--- src/assert_macros.svh ---
// assertion helpers for the rtl
`ifndef ASSERT_MACROS_SVH
`define ASSERT_MACROS_SVH

// same-cycle implication, sampled on clock, off while reset is high
`define THNM_ASSERT_IMPLY(lbl, ante, cons, msg) \
   lbl: assert property (@(posedge clock) disable iff (reset) (ante) |-> (cons)) \
      else $error(msg);

// next-cycle implication, sampled on clock, off while reset is high
`define THNM_ASSERT_NEXT(lbl, ante, cons, msg) \
   lbl: assert property (@(posedge clock) disable iff (reset) (ante) |=> (cons)) \
      else $error(msg);

`endif

--- src/thnm_pkg.sv ---
package thnm_pkg;

   localparam int HISTORY_DEPTH_DEF = 64;
   localparam int STAMP_W           = 48;
   localparam int TAG_W             = 32;
   localparam int SLOT_OUT_W        = 6;
   localparam int CAP_W             = 7;
   localparam int MODE_W            = 2;
   localparam int CSR_AW            = 3;
   localparam int CSR_DW            = 32;

   localparam logic FUNC_PUSH = 1'b0;
   localparam logic FUNC_FIND = 1'b1;

   localparam logic [MODE_W-1:0] MODE_EGO = 2'd0;
   localparam logic [MODE_W-1:0] MODE_EXP = 2'd1;

   // register index taken from paddr[2]
   localparam logic REG_CAPACITY = 1'b0;

   typedef enum logic [2:0] {
      ST_OK    = 3'd0,
      ST_EMPTY = 3'd1,
      ST_EARLY = 3'd2,
      ST_LATE  = 3'd3,
      ST_MODE  = 3'd4
   } thnm_status_type;

   typedef struct packed {
      logic              func;
      logic [STAMP_W-1:0] stamp;
      logic [TAG_W-1:0]   ego_attitude_tag;
      logic [TAG_W-1:0]   exp_attitude_tag;
      logic [TAG_W-1:0]   rate_tag;
      logic [MODE_W-1:0]  est_mode;
   } thnm_req_type;

   typedef struct packed {
      thnm_status_type       status;
      logic [SLOT_OUT_W-1:0] match_slot;
      logic [TAG_W-1:0]      attitude_out_tag;
      logic [TAG_W-1:0]      rate_out_tag;
   } thnm_rsp_type;

   typedef enum logic [4:0] {
      S_IDLE, S_PUSH, S_FIND, S_BACK, S_ENDS, S_CHECK, S_MUL, S_DINIT, S_DIV,
      S_GUESS, S_G_RD, S_G_EV, S_F_RD, S_F_EV, S_B_RD, S_B_EV, S_TAG, S_OUT
   } thnm_state_type;

   typedef enum logic [1:0] {
      ADDR_FRONT, ADDR_BACK, ADDR_POS
   } thnm_addr_sel_type;

   typedef enum logic [2:0] {
      SLOT_POS, SLOT_POS_M1, SLOT_POS_P1, SLOT_LAST, SLOT_GUESS
   } thnm_slot_sel_type;

   typedef struct packed {
      logic              load;
      logic              push;
      logic              cap_front;
      logic              cap_back;
      logic              cap_diff;
      logic              mul;
      logic              div_init;
      logic              div_step;
      logic              set_guess;
      logic              set_prev;
      logic              pos_inc;
      logic              pos_dec;
      logic              set_slot;
      thnm_slot_sel_type slot_sel;
      thnm_addr_sel_type addr_sel;
      logic              fire;
      thnm_status_type   code;
   } thnm_cmd_type;

   typedef struct packed {
      logic empty;
      logic early;
      logic late;
      logic bad_mode;
      logic div_last;
      logic t_gt;
      logic t_lt;
      logic near;
      logic at_first;
      logic at_last;
   } thnm_stat_type;

endpackage

--- src/thnm_ctrl.sv ---
module thnm_ctrl (
   input  logic                    clock,
   input  logic                    reset,
   input  logic                    start,
   input  logic                    req_func,
   input  thnm_pkg::thnm_stat_type stat,
   output thnm_pkg::thnm_cmd_type  cmd,
   output logic                    busy
);

   thnm_pkg::thnm_state_type state_ff, state_in;

   always_ff @(posedge clock) begin
      if (reset) begin
         state_ff <= thnm_pkg::S_IDLE;
      end else begin
         state_ff <= state_in;
      end
   end

   always_comb begin
      state_in = state_ff;
      unique case (state_ff)
         thnm_pkg::S_IDLE: begin
            if (start) begin
               state_in = (req_func == thnm_pkg::FUNC_FIND) ? thnm_pkg::S_FIND
                                                             : thnm_pkg::S_PUSH;
            end
         end
         thnm_pkg::S_PUSH:  state_in = thnm_pkg::S_IDLE;
         thnm_pkg::S_FIND:  state_in = stat.empty ? thnm_pkg::S_IDLE : thnm_pkg::S_BACK;
         thnm_pkg::S_BACK:  state_in = thnm_pkg::S_ENDS;
         thnm_pkg::S_ENDS:  state_in = thnm_pkg::S_CHECK;
         thnm_pkg::S_CHECK: begin
            if (stat.early || stat.late || stat.bad_mode) begin
               state_in = thnm_pkg::S_IDLE;
            end else begin
               state_in = thnm_pkg::S_MUL;
            end
         end
         thnm_pkg::S_MUL:   state_in = thnm_pkg::S_DINIT;
         thnm_pkg::S_DINIT: state_in = thnm_pkg::S_DIV;
         thnm_pkg::S_DIV:   state_in = stat.div_last ? thnm_pkg::S_GUESS : thnm_pkg::S_DIV;
         thnm_pkg::S_GUESS: state_in = thnm_pkg::S_G_RD;
         thnm_pkg::S_G_RD:  state_in = thnm_pkg::S_G_EV;
         thnm_pkg::S_G_EV: begin
            if (stat.t_gt) begin
               state_in = stat.at_last ? thnm_pkg::S_TAG : thnm_pkg::S_F_RD;
            end else begin
               state_in = stat.at_first ? thnm_pkg::S_TAG : thnm_pkg::S_B_RD;
            end
         end
         thnm_pkg::S_F_RD:  state_in = thnm_pkg::S_F_EV;
         thnm_pkg::S_F_EV: begin
            if (stat.t_lt || stat.at_last) begin
               state_in = thnm_pkg::S_TAG;
            end else begin
               state_in = thnm_pkg::S_F_RD;
            end
         end
         thnm_pkg::S_B_RD:  state_in = thnm_pkg::S_B_EV;
         thnm_pkg::S_B_EV: begin
            if (stat.t_gt || stat.at_first) begin
               state_in = thnm_pkg::S_TAG;
            end else begin
               state_in = thnm_pkg::S_B_RD;
            end
         end
         thnm_pkg::S_TAG:   state_in = thnm_pkg::S_OUT;
         thnm_pkg::S_OUT:   state_in = thnm_pkg::S_IDLE;
         default:           state_in = thnm_pkg::S_IDLE;
      endcase
   end

   always_comb begin
      cmd          = '0;
      cmd.addr_sel = thnm_pkg::ADDR_POS;
      cmd.slot_sel = thnm_pkg::SLOT_POS;
      cmd.code     = thnm_pkg::ST_OK;
      unique case (state_ff)
         thnm_pkg::S_IDLE: cmd.load = start;
         thnm_pkg::S_PUSH: begin
            cmd.push = 1'b1;
            cmd.fire = 1'b1;
         end
         thnm_pkg::S_FIND: begin
            cmd.addr_sel = thnm_pkg::ADDR_FRONT;
            if (stat.empty) begin
               cmd.fire = 1'b1;
               cmd.code = thnm_pkg::ST_EMPTY;
            end
         end
         thnm_pkg::S_BACK: begin
            cmd.addr_sel  = thnm_pkg::ADDR_BACK;
            cmd.cap_front = 1'b1;
         end
         thnm_pkg::S_ENDS: cmd.cap_back = 1'b1;
         thnm_pkg::S_CHECK: begin
            cmd.cap_diff = 1'b1;
            priority if (stat.early) begin
               cmd.fire = 1'b1;
               cmd.code = thnm_pkg::ST_EARLY;
            end else if (stat.late) begin
               cmd.fire = 1'b1;
               cmd.code = thnm_pkg::ST_LATE;
            end else if (stat.bad_mode) begin
               cmd.fire = 1'b1;
               cmd.code = thnm_pkg::ST_MODE;
            end
         end
         thnm_pkg::S_MUL:   cmd.mul = 1'b1;
         thnm_pkg::S_DINIT: cmd.div_init = 1'b1;
         thnm_pkg::S_DIV:   cmd.div_step = 1'b1;
         thnm_pkg::S_GUESS: cmd.set_guess = 1'b1;
         thnm_pkg::S_G_EV: begin
            cmd.set_prev = 1'b1;
            if (stat.t_gt) begin
               if (stat.at_last) begin
                  cmd.set_slot = 1'b1;
                  cmd.slot_sel = thnm_pkg::SLOT_LAST;
               end else begin
                  cmd.pos_inc = 1'b1;
               end
            end else begin
               if (stat.at_first) begin
                  cmd.set_slot = 1'b1;
                  cmd.slot_sel = thnm_pkg::SLOT_GUESS;
               end else begin
                  cmd.pos_dec = 1'b1;
               end
            end
         end
         thnm_pkg::S_F_EV: begin
            if (stat.t_lt) begin
               cmd.set_slot = 1'b1;
               cmd.slot_sel = stat.near ? thnm_pkg::SLOT_POS : thnm_pkg::SLOT_POS_M1;
            end else begin
               cmd.set_prev = 1'b1;
               if (stat.at_last) begin
                  cmd.set_slot = 1'b1;
                  cmd.slot_sel = thnm_pkg::SLOT_LAST;
               end else begin
                  cmd.pos_inc = 1'b1;
               end
            end
         end
         thnm_pkg::S_B_EV: begin
            if (stat.t_gt) begin
               cmd.set_slot = 1'b1;
               cmd.slot_sel = stat.near ? thnm_pkg::SLOT_POS : thnm_pkg::SLOT_POS_P1;
            end else begin
               cmd.set_prev = 1'b1;
               if (stat.at_first) begin
                  cmd.set_slot = 1'b1;
                  cmd.slot_sel = thnm_pkg::SLOT_GUESS;
               end else begin
                  cmd.pos_dec = 1'b1;
               end
            end
         end
         thnm_pkg::S_OUT:  cmd.fire = 1'b1;
         default: begin
         end
      endcase
   end

   assign busy = (state_ff != thnm_pkg::S_IDLE);

endmodule

--- config.mk ---
export PLATFORM = sky130hd
export DESIGN_NAME = thnm_ctrl
export DESIGN_NICKNAME = d
export VERILOG_FILES = /design/src/assert_macros.svh /design/src/thnm_pkg.sv /design/src/thnm_ctrl.sv
export SDC_FILE = /design/constraint.sdc
export NUM_CORES = 1
export LEC_CHECK = 0
export ABC_AREA = 1
export BUFFER_PORTS_ARGS = -buffer_cell sky130_fd_sc_hd__buf_2
export CORE_ASPECT_RATIO = 1.2
export CORE_MARGIN = 5
export CORE_UTILIZATION = 39
export CTS_BUF_LIST = sky130_fd_sc_hd__clkbuf_16
export DETAILED_ROUTE_END_ITERATION = 7
export PLACE_DENSITY = 0.81
export SLEW_MARGIN = 0
export SYNTH_ARGS = -nofsm -noshare
export SYNTH_HDL_FRONTEND = slang
export SYNTH_SLANG_ARGS = --single-unit
--- constraint.sdc ---
create_clock -name clock -period 1.3 [get_ports clock]
set_clock_uncertainty 0.05 [all_clocks]
set_input_delay 0.26 -clock clock [delete_from_list [all_inputs] [get_ports clock]]
set_output_delay 0.26 -clock clock [all_outputs]
set_load 0.03 [all_outputs]
==> results of run 1 <==
cells in the mapped netlist:
cell and number:
nor2_1 28, o211ai_1 2, nand4_1 4, dfxtp_1 5, o221ai_1 1, buf_2 2
nor3_1 3, and3_1 1, a21oi_1 4, o31ai_1 1, nor2_2 3, o21ai_1 1
nand2_1 30, inv_1 25, o21ai_0 2, buf_4 1, inv_2 1, nand3_1 18
metrics by stage:
stage               hold slack (ns)  utilization, %  setup TNS, ns  cell area, µm²
floorplan                     0.272               -          -2.88             753
global placement              0.423            72.8          -2.67            1180
detailed placement            0.427            72.8          -3.46            1180
cells by family after synthesis:
| kind of cell | count (synthesis) |
|---|---|
| simple gates | 87 |
| compound gates | 11 |
| flops | 5 |
| buf+inv | 29 |
==> flow_metrics.tcl, run 1 <==
set metrics [dict create \
    haltStage "4_1_cts" \
    synth.area.top_cells "nand2_1 17%, nor2_1 16%, dfxtp_1 15%" \
    syn_inst 132 \
    ctsResizeCount 89 \
    cts-root-buf "clkbuf_16" \
    ys.warnings.count 0 \
    yosys.area_share.xor_xnor_pct 0 \
    syn-num-nets 146 \
    synthMuxAreaShare_pct 0 \
    ys_types 18 \
    io_buffers 36 \
    place_inst 217 \
    cts_setup_buffers 11 \
    rows 16 \
    synth_fa_ha_area_share_pct 0 \
    cts_hold_buf 0 \
    start_util_pct 40.4 \
    synth_compound_area_share_pct 10.1 \
    synth_area_um2 654 \
    ios 37 \
    fp.dieH_um 54.9 \
    numCtsBuffers 3 \
    outcome "aborted with a tool error" \
    clockBufferDepth 2 \
    pre_cts_ws_ns -0.295 \
    clock_sinks 5 \
    synth_top_area_share_pct 17.2 \
    globalplace.congestion 0.866 \
    dp_hpwl_mm 2.19 \
    synth_top_family_by_area "simple AND/OR/NAND/NOR gates" \
    htree_levels 1 \
    yosys.area_share.simple_pct 57.0 \
    yosysSeqAreaShare_pct 15.3 \
    error "[ERROR DPL-0038] Utilization greater than 100%, impossible to legalize" \
    ys_ff_latch 5 \
    yosysTopAreaCell "nand2_1" \
    fp.dieW_um 47.4 \
    avgSynthCellArea_um2 4.96 \
]
==> run 2, diff against run 1 <==
CORE_AREA = 5 5 66 68   (was default)
CORE_ASPECT_RATIO = default   (was 1.2)
CORE_MARGIN = default   (was 5)
CORE_UTILIZATION = default   (was 39)
CTS_BUF_LIST = default   (was sky130_fd_sc_hd__clkbuf_16)
DIE_AREA = 0 0 71 73   (was default)
PLACE_DENSITY = default   (was 0.81)
PLACE_DENSITY_LB_ADDON = 0.15   (was default)
clock period = 1.7 ns   (was 1.3 ns; I/O delays follow)
==> run 2 against run 1 <==
The flow now finishes, with violations (negative setup slack). Synthesized cell count stayed put. Synthesized area unchanged.
==> flow_metrics.tcl, run 2 <==
set metrics [dict create \
    outcome "complete, but fails checks" \
    violations "negative setup slack" \
    dieArea_um2 5180 \
    critPathTopFamily "flip-flops" \
    ant_nets 0 \
    clock_latency_ns 0.22 \
    fp.dieW_um 71 \
    layout-drive-gt1-share_pct 54.4 \
    drv_cap 0 \
    cp-start-kind "flop" \
    setup_viol 4 \
    top_regs "state_ff (5)" \
    yosys-top-cells-count "30 x nand2_1, 28 x nor2_1, 25 x inv_1, 18 x nand3_1, 5 x dfxtp_1" \
    path_class "flop to output pin" \
    clock_power_share_pct 36.3 \
    hold_start "reset" \
    area_delta_synth_final_pct 113 \
    cpMostUsedCell "buf_4" \
    cp.required_ns 1.31 \
    fp.dieH_um 73 \
    synth_top_area_share_pct 17.2 \
    hold_viol 0 \
    r2r_slack_ns 0.32 \
    vias 1029 \
    cts-root-buf "clkbuf_8" \
    grt_pass1_vias 1055 \
    rr_endpoint "state_ff[1]" \
    dp_hpwl_mm 2.21 \
    slew_viol_final 0 \
    crit_arrival_ns 1.36 \
    clockBufferDepth 2 \
    p_sw_uw 212 \
    diodes 0 \
    clock_sinks 5 \
    hold_depth 2 \
    p_leak_uw 0.000765 \
    cp-end-kind "output pin" \
    setup.worst_path.start "state_ff[1]" \
    p_sw_share_pct 35.5 \
    wire_per_inst_um 11.1 \
    synth.most_common_cell "nand2_1" \
    post-route-min-period_ns 1.75 \
    grt_usage_pct 11.0 \
    numCtsBuffers 3 \
    hold_class "primary input to flop" \
    crit_slowest_cell "dfxtp_4" \
    layout_commonest_cell "buf_4" \
    clk_pin_slew_ns 0.03 \
    largest_register_ffs 5 \
    largest-register "state_ff" \
    antenna_found_initial 0 \
    syn-num-nets 146 \
    r2r_cells 9 \
    fin_util_pct 36.7 \
    pre_cts_ws_ns 0.0252 \
    core_um2 3800 \
    ys_ff_latch 5 \
    rows 23 \
    synth_edf_count 0 \
    cp_max_fo 5 \
    synth_area_um2 654 \
    drcViolationCount 0 \
    firstDrtPassIters 4 \
    p_per_area_nw_per_um2 429 \
    nFillCells 429 \
    crit_end "cmd[7]" \
    ys_types 18 \
    avgSynthCellArea_um2 4.96 \
    worst-path-buf-inv 2 \
    fin_nets 210 \
    io_buffers 36 \
    place_inst 229 \
    crit_cells 6 \
    fin_cells 245 \
    ios 37 \
    grt_max_degree 7 \
    grt_pass1_wl_mm 4.60 \
    power_frac_comb_pct 42.1 \
    htree_levels 1 \
    yosysSeqAreaShare_pct 15.3 \
    post-route-period-util_pct 103 \
    internal_power_uw 386 \
    avgViaCountPerCell 4.20 \
    holdWs_ns 0.296 \
    tightestPinTransition_ns 0.274 \
    rsz0062_at_grt "yes" \
    syn_inst 132 \
    yosysTopAreaCell "nand2_1" \
    r2r-start "state_ff[2]" \
    globalplace.congestion 0.783 \
    synth_ff_type "dfxtp_1" \
    slew_headroom_pct 81.6 \
    overflow 0 \
    fmax_mhz 571 \
    irDropWorstVdd_v 0.000464 \
    setup_ws_ns -0.0498 \
    start_util_pct 17.2 \
    layout_common_cells "35 x buf_4, 23 x nand2_1, 19 x nor2_1" \
    wl_mm 2.71 \
    cts_tree "yes" \
    slowest_delay_ns 0.37 \
    synth_async_sr_flop_share_pct 0 \
    drt_iter0_drc 34 \
    ys.warnings.count 0 \
    synth.area.top_cells "nand2_1 17%, nor2_1 16%, dfxtp_1 15%" \
    seqPwrFrac_pct 21.6 \
    worstPathCellList "nand2_1, nor2_1, buf_4, nand4_1, o211ai_1, buf_4" \
]
[run 2: how the worst min path moves through the flow]
stage                   to  slack (ns)
2_1_floorplan  state_ff[2]        0.36
3_3_place_gp   state_ff[1]        0.52
3_5_place_dp   state_ff[0]        0.53
4_1_cts        state_ff[0]        0.28
5_1_grt        state_ff[0]        0.29
6_report       state_ff[0]        0.30
[run 2: power groups by stage]
stage	Combinational, µW	Clock (µW)	Sequential, µW
3_5_place_dp	197	0	132
4_1_cts	227	224	129
2_1_floorplan	119	0	130
5_1_grt	273	240	130
3_3_place_gp	197	0	132
6_report	252	217	129
[run 2: routing by layer]
layer  vias to the layer above  GRT usage [%]  part of all wire, %
met5                         -              0                    0
li1                        544              -                    -
met2                        21           19.8                   53
met4                         0           3.34                    0
met3                         0           2.48                  4.8
met1                       464           12.9                   42
[run 2: layout make-up]
type,count,area [µm²],share of cell area (%)
Clock buffer,4,45.0,3.23
Tap cell,50,62.6,4.48
Timing Repair Buffer,62,467,33.5
Multi-Input combinational cell,98,602,43.1
Inverter,26,100,7.17
Sequential cell,5,119,8.52
[run 2: cells by family after synthesis]
logic type	after synthesis	synth area share, %
AO/OA/AOI/OAI	11	10.1
AND/OR/NAND/NOR	87	57.0
buffers and inverters	29	17.6
flip-flops	5	15.3
[run 2: timing repair]
item / CTS / global route
resized for setup: 44 / 44
hold buffers: 0 / 0
endpoints found under the setup margin: 19 / 21
buffers inserted: 9 / 3
pin swaps: 10 / 12
[run 2: through the flow]
stage               area [µm²]  total power, µW  TNS, ns
finish                    1400              598  -0.0983
global route              1400              643   -0.674
CTS                       1260              581   -0.139
detailed placement        1010              329        0
global placement          1010              329        0
floorplan                  684              249   -0.581
No activity file was read; power rests on OpenSTA's default activity.
